`config.mk`:
```
export PLATFORM = sky130hd
export DESIGN_NAME = bht_ctrl
export DESIGN_NICKNAME = d
export VERILOG_FILES = /design/src/bht_pkg.sv /design/src/bht_ctrl.sv
export SDC_FILE = /design/constraint.sdc
export NUM_CORES = 1
export LEC_CHECK = 0
export ABC_AREA = 0
export BUFFER_PORTS_ARGS = -buffer_cell sky130_fd_sc_hd__buf_2
export CAP_MARGIN = 20
export CORE_AREA = 2 2 39 41
export DETAILED_ROUTE_END_ITERATION = 8
export DIE_AREA = 0 0 41 43
export PLACE_DENSITY = 0.44
export SLEW_MARGIN = 20
export SYNTH_ARGS = -nofsm -noshare
export SYNTH_HDL_FRONTEND = slang
export SYNTH_SLANG_ARGS = --single-unit
```
`constraint.sdc`:
```
create_clock -name clk -period 1.3 [get_ports clk]
set_clock_uncertainty 0.1 [all_clocks]
set_input_delay 0.26 -clock clk [delete_from_list [all_inputs] [get_ports clk]]
set_output_delay 0.26 -clock clk [all_outputs]
set_load 0.02 [all_outputs]
```
`src/bht_pkg.sv`:
```
// bht_pkg: constants, codes and shared types of the bucketed hash table
// no dependencies
`default_nettype none
package bht_pkg;

  localparam int NUM_BUCKETS      = 16;
  localparam int SLOTS_PER_BUCKET = 16;
  localparam int TABLE_SIZE       = NUM_BUCKETS * SLOTS_PER_BUCKET;
  localparam int ADDR_W           = (TABLE_SIZE > 1) ? $clog2(TABLE_SIZE) : 1;
  localparam int SLOT_CNT_W       = $clog2(SLOTS_PER_BUCKET + 1);

  localparam int KIND_W   = 2;
  localparam int KEY_W    = 16;
  localparam int DATA_W   = 32;
  localparam int STATUS_W = 2;
  localparam int MARK_W   = 2;

  localparam logic [KIND_W-1:0] KIND_INSERT = 2'd0;
  localparam logic [KIND_W-1:0] KIND_SEARCH = 2'd1;
  localparam logic [KIND_W-1:0] KIND_DELETE = 2'd2;

  localparam logic [STATUS_W-1:0] ST_DONE      = 2'd0;
  localparam logic [STATUS_W-1:0] ST_NOT_FOUND = 2'd1;
  localparam logic [STATUS_W-1:0] ST_FULL      = 2'd2;

  localparam logic [MARK_W-1:0] MARK_EMPTY   = 2'd0;
  localparam logic [MARK_W-1:0] MARK_USED    = 2'd1;
  localparam logic [MARK_W-1:0] MARK_DELETED = 2'd2;

  typedef struct packed {
    logic [KEY_W-1:0]  key;
    logic [DATA_W-1:0] value;
    logic [MARK_W-1:0] mark;
  } entry_t;

  typedef struct packed {
    logic load;
    logic issue;
    logic write;
    logic out_load;
  } cmd_t;

  typedef struct packed {
    logic done;
    logic need_write;
    logic out_free;
  } sts_t;

endpackage
`default_nettype wire

```
`src/bht_ctrl.sv`:
```
// bht_ctrl: request sequencing state machine
// depends on bht_pkg
`default_nettype none
module bht_ctrl (
  input  wire logic         clk,
  input  wire logic         rst_n,
  input  wire logic         in_valid,
  output logic              in_ready,
  input  wire bht_pkg::sts_t sts,
  output bht_pkg::cmd_t     cmd
);

  typedef enum logic [1:0] {
    S_IDLE,
    S_SCAN,
    S_WRITE,
    S_OUT
  } state_t;

  state_t state_r;
  logic   in_ready_r;

  assign in_ready = in_ready_r;

  always_comb begin
    cmd          = '0;
    cmd.load     = (state_r == S_IDLE) && in_valid && in_ready_r;
    cmd.issue    = (state_r == S_SCAN);
    cmd.write    = (state_r == S_WRITE);
    cmd.out_load = (state_r == S_OUT) && sts.out_free;
  end

  always_ff @(posedge clk) begin
    if (!rst_n) begin
      state_r    <= S_IDLE;
      in_ready_r <= 1'b0;
    end else begin
      case (state_r)
        S_IDLE: begin
          in_ready_r <= !(in_valid && in_ready_r);
          if (in_valid && in_ready_r) begin
            state_r <= S_SCAN;
          end
        end
        S_SCAN: begin
          if (sts.done) begin
            state_r <= sts.need_write ? S_WRITE : S_OUT;
          end
        end
        S_WRITE: begin
          state_r <= S_OUT;
        end
        S_OUT: begin
          if (sts.out_free) begin
            state_r    <= S_IDLE;
            in_ready_r <= 1'b1;
          end
        end
        default: begin
          state_r    <= S_IDLE;
          in_ready_r <= 1'b0;
        end
      endcase
    end
  end

endmodule
`default_nettype wire

```
# After elaboration in Yosys (flattened, before gate mapping)
# Index checks and enable logic that the tools add are counted.
# totals
reg_bits	3
input_bits	6
output_inout_bits	5
elab_cells	24
# classes
n_eq_ne	6
n_mux	7
n_reduce_logical	9
# ops
op	count
one-hot mux 2 bit (4 select lines)	1
2-to-1 mux 2 bit	3
== test 2 bit, second input constant	2
logical AND 1 bit	4
inequality test 2 bit, second input constant	2
AND reduction 3 bit	1
== test 2 x 1 -> 1 bit, second input constant	1
logical NOT 2 bit	1
2-to-1 mux 1 bit	2
inequality test 2 x 1 -> 1 bit, second input constant	1
one-hot mux 1 bit (2 select lines)	1
AND reduction 2 bit	1
nonzero test 2 bit	1
logical NOT 1 bit	1

# Logic depth before layout (Yosys ltp)
# Gate-level depths: netlist (run 1).
# logic_depth
word_depth	3
mapped_depth	5
ltp_nobuf	5

# Worst setup path before layout (run 1)
# Ideal clock, no wire load.
# synth_path
path_type	register -> register
start	register state_r[0]
end	register state_r[0]
setup_time_ns	0.122
arrival_ns	1.223
required_ns	1.078
path_slack_ns	-0.145
path_stages_with_launch	6
n_path_buf	0
synth_period_minus_slack_ns	1.445
cell_sequence	dfxtp_1 -> inv_1 -> ha_1 -> a21bo_4 -> nand3_1 -> o311a_1
# synth_between
elab_chain_cells	3
elab_cells_between_ends	9
classes_between	6 x eq/ne; 1 x mux; 2 x reduce/logical
# synth_rtl
element	line_no	text
start, declared	bht_ctrl.sv:20	state_t state_r;
start signal, assigned	bht_ctrl.sv:47	state_r <= sts.need_write ? S_WRITE : S_OUT;
== test 2 x 1 -> 1 bit (tied with other cells)	bht_ctrl.sv:38	case (state_r)
inequality test 2 bit (no source line) / inequality test 2 x 1 -> 1 bit (equally long branches)	n/a	
AND reduction 3 bit (no source line)	n/a	
# Several ways; a longest one is shown, not always the timed one.
# A chain may end at the register's enable or synchronous reset.

==> results of run 1 <==
[cell usage after synthesis, drive strengths merged]
| master | number | area, sq um |
|---|---|---|
| or2 | 1 | 6.26 |
| inv | 4 | 15.0 |
| a21oi | 2 | 13.8 |
| and2 | 1 | 6.26 |
| nand3 | 1 | 5.00 |
| a31o | 2 | 17.5 |
| nand2 | 1 | 3.75 |
| nand4 | 1 | 6.26 |
| nand2b | 2 | 20.0 |
| and3 | 1 | 7.51 |
| ha | 4 | 50.1 |
| o22ai | 1 | 6.26 |
| a211oi | 1 | 7.51 |
| o311a | 1 | 10.0 |
| dfxtp | 3 | 60.1 |
| a21bo | 1 | 16.3 |
[metrics by stage]
stage	area [sq um]	power, uW	std cells	hold WS [ps]	util
5_1_grt	509	1260	66	169	0.368
2_1_floorplan	277	583	27	281	-
3_5_place_dp	369	743	56	412	0.267
6_report	509	1170	66	172	0.368
3_3_place_gp	369	755	56	409	0.267
4_1_cts	484	1110	64	163	0.350
[worst paths after layout]
check,slack (ps),cells after the start,to
worst min register to register,440,2,in_ready
worst max-delay path,-140,4,cmd[3]
worst max register to register,-140,6,state_r[0]
worst min-delay path,170,2,state_r[0]
[layout by cell type (no fill, tap or decap), types with 2 or more instances in the layout]
| master | count |
|---|---|
| buf_2 | 6 |
| inv_1 | 2 |
| buf_4 | 8 |
| inv_4 | 2 |
| clkbuf_4 | 3 |
| buf_6 | 5 |
| a21oi_2 | 2 |
| ha_4 | 3 |
| dfxtp_4 | 2 |
| a31o_1 | 2 |
[power groups by stage]
stage,clock [uW],combinational [uW],sequential [uW]
detailed placement,0,542,201
global placement,0,553,202
global route,185,867,208
CTS,173,738,201
finish,164,800,202
floorplan,0,377,206
[final cells by class]
type | count | area, sq um | area share
Timing Repair Buffer | 19 | 146 | 0.287
Clock buffer | 4 | 26.3 | 0.0516
Multi-Input combinational cell | 20 | 229 | 0.450
Tap cell | 16 | 20.0 | 0.0393
Inverter | 4 | 20.0 | 0.0393
Sequential cell | 3 | 67.6 | 0.133
[metal layers]
layer / part of all wire / up-vias / track usage
met1: 0.45 / 118 / 0.0958
met5: 0 / - / 0
met3: 0.12 / 0 / 0.0628
met4: 0 / 0 / 0.0200
met2: 0.43 / 19 / 0.103
li1: - / 143 / -
[registers in the layout (all words and copies together), names as in the netlist]
name      cells
state_r       2
in_ready      1
[critical path, delay by kind of cell, from the launching register on]
| family | cells | cell delay [ps] |
|---|---|---|
| flops | 1 | 370 |
| buf+inv | 2 | 160 |
| simple gates | 1 | 160 |
| fa+ha+maj | 1 | 150 |
[cells by family after synthesis]
logic type	count (synthesis)
buffers and inverters	4
AOI/OAI and AO/OA	8
adders and majority gates	4
and+or+nand+nor	8
DFF	3
[what timing repair did]
action	CTS	global route
cloned	0	0
endpoints found under the setup margin	5	7
buffers inserted	4	2
pin swaps	2	2
resized for setup	14	3
==> results_dict.tcl, run 1 <==
set metrics [dict create \
    status "finished with violations" \
    violations "setup timing" \
    crit_slowest_cell "dfxtp_4" \
    fmax_ghz 0.694 \
    drive_above_1_share 0.740 \
    cts_tree "done" \
    worstPathMaxFanout 4 \
    ys_ff_latch 3 \
    avgSynthCellArea_sq_um 9.31 \
    yosys_warnings 0 \
    cts.clk_slew.worst_paths_ps 40 \
    antenna_found_initial 0 \
    gp_congestion 0.720 \
    pre_cts_ws_ps -30.3 \
    leakage_uw 0.000222 \
    first_global_vias 239 \
    worst_pin_slew_ps 237 \
    worstSetupEndpointType "output pin" \
    pwr-share-clk 0.140 \
    critPathArrivalTime_ps 1080 \
    hp-start "rst_n" \
    peakVddDrop_v 0.000874 \
    synth_compound_area_frac 0.284 \
    clock_latency_ps 230 \
    synth.area.mux_share 0 \
    cp-startpoint "state_r[0]" \
    die_w_um 41 \
    grt_pass1_wl_um 897 \
    pwr-share-seq 0.173 \
    synth-simple-area-share 0.219 \
    first_pass_iters 4 \
    grt_max_degree 6 \
    relSlewSlack 0.842 \
    tns_ps -635 \
    pwr-share-comb 0.686 \
    required_ps 940 \
    final_nets 61 \
    h-tree-depth 1 \
    synth_top_family_by_area "compound AO/OA/AOI/OAI gates" \
    grt_util_all_layers 0.0782 \
    cp-start-kind "flop" \
    ctsHoldBuffers 0 \
    cts_max_path_buffers 2 \
    switching_power_uw 435 \
    synth_area_sq_um 251 \
    place_hpwl_um 411 \
    postRouteAntennaNets 0 \
    row_count 14 \
    clkSinkCount 3 \
    rsz0062_at_grt "true" \
    syn_inst 27 \
    die_area_sq_um 1760 \
    internal_power_uw 730 \
    via_per_inst 4.24 \
    cpPeakStageDelay_ps 370 \
    critPathKind "flop to output pin" \
    die_y_um 43 \
    setup_ws_ps -140 \
    hold_class "input port to flop" \
    drtIter0Drc 6 \
    drc_errors 0 \
    finalWirelength_um 615 \
    worstPathCellList "inv_4 > ha_4 > and3_4 > buf_6" \
    cap_violations 0 \
    rr_startpoint "state_r[0]" \
    io_pins 11 \
    p_sw_frac 0.374 \
    period_needed_ps 1440 \
    port_buffers 10 \
    area_delta_synth_final_pct 102 \
    cts-root-buf "clkbuf_4" \
    vias 280 \
    num_antenna_cells 0 \
    gr-total-overflow 0 \
    nFillCells 144 \
    synth_adder_area_share 0.199 \
    start_util 0.182 \
    setup_viol 6 \
    finalHoldViolations 0 \
    post_drt_wl_per_cell_um 9.32 \
    core_sq_um 1380 \
    synth.distinct_cells 18 \
    cts_buffers 3 \
    drv_slew 0 \
    synthesis.nets 37 \
    synthXorXnorAreaFrac 0 \
    power.density_nw_per_um2 2290 \
    fin_crit_sh 1.11 \
    synth.yosys.seq_area_share 0.239 \
]
No activity file was read; power rests on OpenSTA's default activity.
==> run 2, diff against run 1 <==
--- a/config.mk
+++ b/config.mk
@@ -5,13 +5,13 @@
 export SDC_FILE = /design/constraint.sdc
 export NUM_CORES = 1
 export LEC_CHECK = 0
-export ABC_AREA = 0
-export BUFFER_PORTS_ARGS = -buffer_cell sky130_fd_sc_hd__buf_2
+export ABC_AREA = 1
 export CAP_MARGIN = 20
 export CORE_AREA = 2 2 39 41
 export DETAILED_ROUTE_END_ITERATION = 8
 export DIE_AREA = 0 0 41 43
-export PLACE_DENSITY = 0.44
+export DONT_BUFFER_PORTS = 1
+export PLACE_DENSITY = 0.37
 export SLEW_MARGIN = 20
 export SYNTH_ARGS = -nofsm -noshare
 export SYNTH_HDL_FRONTEND = slang
==> run 2 against run 1 <==
  * The flow still finishes with violations (setup timing)
  * Area after synthesis is 1.5% higher
  * Sequential power is 12% higher
  * Die area stayed put
  * Sequential share of layout area is 0.17 points higher
  * Clock-buffer cell count stayed put
  * Via count is 6.8% lower
  * Synthesized cell count is 37% higher
  * Clock power is 2% higher
  * Sequential cell count stayed put
  * Critical path type unchanged
==> results_dict.tcl, run 2 <==
set metrics [dict create \
    status "finished with violations" \
    violations "setup timing" \
    crit_path_end "cmd[3]" \
    cap_violations 0 \
    drive_above_1_share 0.647 \
    synthesis.nets 47 \
    synth.distinct_cells 11 \
    drv_slew 0 \
    worst_pin_slew_ps 150 \
    cts_max_path_buffers 2 \
    grt_util_all_layers 0.0871 \
    setup_viol 3 \
    final_cell_mix "nand2_1 (5), buf_4 (5), nor2_1 (4), ha_4 (4), buf_6 (4)" \
    power.density_nw_per_um2 2820 \
    relSlewSlack 0.900 \
    drc_errors 0 \
    io_pins 11 \
    synth-async-reset-ratio 0 \
    gp_congestion 0.716 \
    antenna_found_initial 0 \
    critPathArrivalTime_ps 980 \
    place_hpwl_um 468 \
    fmax_ghz 0.745 \
    r2r-end "state_r[1]" \
    required_ps 940 \
    postRouteAntennaNets 0 \
    synth_edf_count 0 \
    grt_max_degree 5 \
    cts_buffers 3 \
    worstSetupEndpointType "output pin" \
    synth_area_sq_um 255 \
    yosys_warnings 0 \
    die_y_um 43 \
    via_per_inst 3.90 \
    avgSynthCellArea_sq_um 6.90 \
    finalHoldViolations 0 \
    finalWirelength_um 639 \
    gr-total-overflow 0 \
    core_sq_um 1380 \
    leakage_uw 0.000238 \
    drtIter0Drc 0 \
    peakVddDrop_v 0.000775 \
    critPathKind "flop to output pin" \
    final_nets 62 \
    cp-startpoint "state_r[0]" \
    ys_ff_latch 3 \
    cts.clk_slew.worst_paths_ps 40 \
    clock_latency_ps 240 \
    first_pass_iters 1 \
    clkSinkCount 3 \
    setup_ws_ps -41.6 \
    synthTopCellsByArea "dfxtp_1 (24%), ha_1 (20%), inv_1 (10%)" \
    synth_common_cells "inv_1 (7), nand2_1 (7), nor2_1 (5)" \
    ctsHoldBuffers 0 \
    die_area_sq_um 1760 \
    fin_area_sq_um 503 \
    die_w_um 41 \
    port_buffers 0 \
    post_drt_wl_per_cell_um 9.54 \
    grt_pass1_wl_um 979 \
    cts-root-buf "clkbuf_4" \
    num_antenna_cells 0 \
    hold_class "input port to flop" \
    tns_ps -115 \
    rr_startpoint "state_r[1]" \
    synth_ff_type "dfxtp_1" \
    first_global_vias 270 \
    rsz0062_at_grt "true" \
    vias 261 \
    row_count 14 \
    syn_inst 37 \
    period_needed_ps 1340 \
    cp-start-kind "flop" \
    worstPathMaxFanout 4 \
    h-tree-depth 1 \
    fin_crit_sh 1.03 \
    nFillCells 154 \
    ff2ff_setup_slack_ps 50 \
    largest_register_ffs 2 \
    yosysTopAreaCellShare 0.235 \
    synth_largest_area_cell "dfxtp_1" \
    cts_tree "done" \
    r2r_cells 7 \
    start_util 0.184 \
    top_register "state_r" \
    power_uw 1420 \
    placed_area_sq_um 315 \
    synth.yosys.seq_area_share 0.235 \
    area_delta_synth_final_pct 97.1 \
]
==> run 2: cell count changes after synthesis, moves of 2 or more <==
cell	before	now
inv_1	4	7
nand3_1	1	3
nand2_1	1	7
a31o_1	2	0
nand2_2	0	4
nor2_1	0	5
==> run 2: kinds of logic (layout without fill, tap and decap cells) <==
kind of cell | count (synthesis) | count (layout) | synth area share
AO/OA/AOI/OAI | 2 | 2 | 0.0490
adder cells (fa/ha/maj) | 4 | 4 | 0.196
buffers and inverters | 8 | 22 | 0.118
flip-flops | 3 | 3 | 0.235
AND/OR/NAND/NOR | 20 | 20 | 0.402
==> run 2: final cells by class <==
type                       count  area [sq um]  area share
clock buffer                   4          26.3      0.0522
inverter                       8          40.0      0.0796
multi-input combinational     26           246       0.490
sequential                     3          67.6       0.134
tap                           16          20.0      0.0398
timing repair buffer          10           103       0.204
==> run 2: stage by stage <==
stage          cells  worst slack, ps  hold WS [ps]   util
5_1_grt           67            -81.5          44.9  0.363
3_3_place_gp      58             47.2           287  0.228
2_1_floorplan     37             19.4           280      -
3_5_place_dp      58             27.4           290  0.228
4_1_cts           65            -46.5          25.7  0.335
6_report          67            -41.6          35.0  0.363
==> run 2: worst min-delay path by stage <==
stage	start	end	slack, ps	cells after the start
2_1_floorplan	rst_n	state_r[0]	280	2
3_3_place_gp	rst_n	state_r[1]	290	2
3_5_place_dp	rst_n	state_r[0]	290	2
4_1_cts	rst_n	state_r[0]	30	2
5_1_grt	rst_n	state_r[1]	40	2
6_report	rst_n	state_r[0]	40	2
==> run 2: layer usage <==
layer  share of wire  GRT usage  wire [um]  up-vias
met2            0.57      0.144        364        7
met1            0.35     0.0669        226      116
met3           0.074     0.0262         47        0
met4               0      0.100          0        0
li1                -          -          -      138
met5               0          0          0        -
==> run 2: critical path, cell delays in order (launching register included) <==
cell and delay, ps:
dfxtp_4 370, inv_4 70, ha_4 120, inv_2 40, nor2_4 140
==> run 2: timing repair <==
item	CTS	global route
cloned	0	0
setup buffers	3	2
gates resized for setup	23	8
endpoints found under the setup margin	4	7
pin swaps	4	6
==> run 2: report_power, final <==
group	total (uW)	switching, uW	internal [uW]
Combinational	1020	495	529
Sequential	226	66.1	160
Clock	168	52.9	115
Total	1420	614	804
==> run 3, diff against run 2 <==
--- a/config.mk
+++ b/config.mk
@@ -5,7 +5,6 @@
 export SDC_FILE = /design/constraint.sdc
 export NUM_CORES = 1
 export LEC_CHECK = 0
-export ABC_AREA = 1
 export CAP_MARGIN = 20
 export CORE_AREA = 2 2 39 41
 export DETAILED_ROUTE_END_ITERATION = 8
==> run 3 against run 2 <==
  * Sequential cell count did not move
  * First-iteration DRC count up 3
  * Worst hold slack gained 13 ps
  * Non-clock buffer count fell by 4
  * Critical endpoint unchanged
  * Combinational power is 40% lower
  * The run still ends with setup timing left
  * Critical path depth is 1 lower
==> results_dict.tcl, run 3 (same netlist as run 1, synthesis figures left out) <==
set metrics [dict create \
    finalHoldViolations 0 \
    cts_buffers 3 \
    rsz0062_at_grt "true" \
    setup_ws_ps -81.5 \
    clock_latency_ps 230 \
    busiest_layer "met2" \
    fmax_ghz 0.724 \
    cap_violations 0 \
    core_sq_um 1380 \
    first_pass_iters 2 \
    setup_viol 5 \
    fin_util 0.282 \
    power_uw 981 \
    num_antenna_cells 0 \
    drv_slew 0 \
    cp-start-kind "flop" \
    grt_max_degree 7 \
    period_needed_ps 1380 \
    final_nets 48 \
    drc_errors 0 \
    peakVddDrop_v 0.000681 \
    leakage_uw 0.000155 \
    port_buffers 0 \
    placed_area_sq_um 342 \
    critPathKind "flop to output pin" \
    die_y_um 43 \
    nFillCells 159 \
    first_global_vias 220 \
    cts.clk_slew.worst_paths_ps 40 \
    largest_register_ffs 2 \
    via_per_inst 4.55 \
    top_register "state_r" \
    relSlewSlack 0.879 \
    post_drt_wl_per_cell_um 11.3 \
    cts_max_path_buffers 2 \
    fin_area_sq_um 390 \
    pre_cts_ws_ps -61.8 \
    fin_hold_ws_ps 47.7 \
    clkSinkCount 3 \
    drive_above_1_share 0.703 \
    gr-total-overflow 0 \
    critPathArrivalTime_ps 1020 \
    gp_congestion 0.736 \
    required_ps 940 \
    use_met3 0.0471 \
    area_delta_synth_final_pct 55.2 \
    grt_util_all_layers 0.0772 \
    grt_pass1_wl_um 869 \
    start_util 0.182 \
    die_w_um 41 \
    postRouteAntennaNets 0 \
    hold_class "input port to flop" \
    worstPathMaxFanout 4 \
    violations "setup timing" \
    mostFrequentLayoutCell "buf_4" \
    die_area_sq_um 1760 \
    cp-startpoint "state_r[1]" \
    status "finished with violations" \
    postCtsSetupBuffers 0 \
    power.density_nw_per_um2 2510 \
    finalWirelength_um 598 \
    final_cell_mix "buf_4 (6), ha_2 (3), clkbuf_4 (3)" \
    row_count 14 \
    grt_use_met1 0.0703 \
    fin_crit_sh 1.06 \
    h-tree-depth 1 \
    hp-start "rst_n" \
    vias 241 \
    cts_tree "done" \
    drtIter0Drc 3 \
    worstSetupEndpointType "output pin" \
    grt_util_met2 0.134 \
    worst_pin_slew_ps 181 \
    cts-root-buf "clkbuf_4" \
    io_pins 11 \
    place_hpwl_um 498 \
    antenna_found_initial 0 \
    rr_startpoint "state_r[0]" \
]
-- run 3: cell types whose count changed in the layout (fill, tap and decap cells not counted), moves of 2 or more --
cell / delta
nand2_4: -3
buf_6: -4
a31o_1: +2
nand2_2: -3
nor2_1: -4
inv_2: -2
ha_4: -3
ha_2: +3
nand2_1: -4
nand3_1: -3
-- run 3: area by class of cell --
class | count | area, sq um | area share
Multi-Input combinational cell | 20 | 214 | 0.548
Sequential cell | 3 | 65.1 | 0.167
Timing Repair Buffer | 6 | 45.0 | 0.115
Clock buffer | 4 | 26.3 | 0.0673
Inverter | 4 | 20.0 | 0.0513
Tap cell | 16 | 20.0 | 0.0513
-- run 3: worst paths after layout --
check,to,slack [ps],depth (start not counted)
min,state_r[0],50,1
max,cmd[3],-80,3
max reg2reg,state_r[0],-50,5
min reg2reg,in_ready,450,2
-- run 3: what timing repair did --
action,in CTS,in global routing
setup endpoints to repair,6,7
resized for setup,7,1
pin swaps,2,2
hold buffers,0,0
endpoints found under the hold margin,0,0
-- run 3: through the flow --
stage | std cells | setup TNS, ps
final | 53 | -337
after global routing | 53 | -555
after CTS | 53 | -409
after detailed placement | 49 | -65.7
after global placement | 49 | -35.5
after floorplan | 27 | 0
-- run 3: where the power goes --
group	total (uW)	internal (uW)	switching (uW)
clock	164	115	48.7
combinational	611	331	280
sequential	206	143	63.6
total	981	589	392
-- run 3: critical path: stages, from the launching register on --
cell and delay (ps):
dfxtp_2 330, inv_4 80, ha_4 150, and3_4 230
-- run 3: per-layer routing --
layer	vias to the layer above	wire length, um	part of all wire
met3	0	69	0.12
met5	-	0	0
met4	0	0	0
met2	12	311	0.52
li1	117	-	-
met1	112	217	0.36
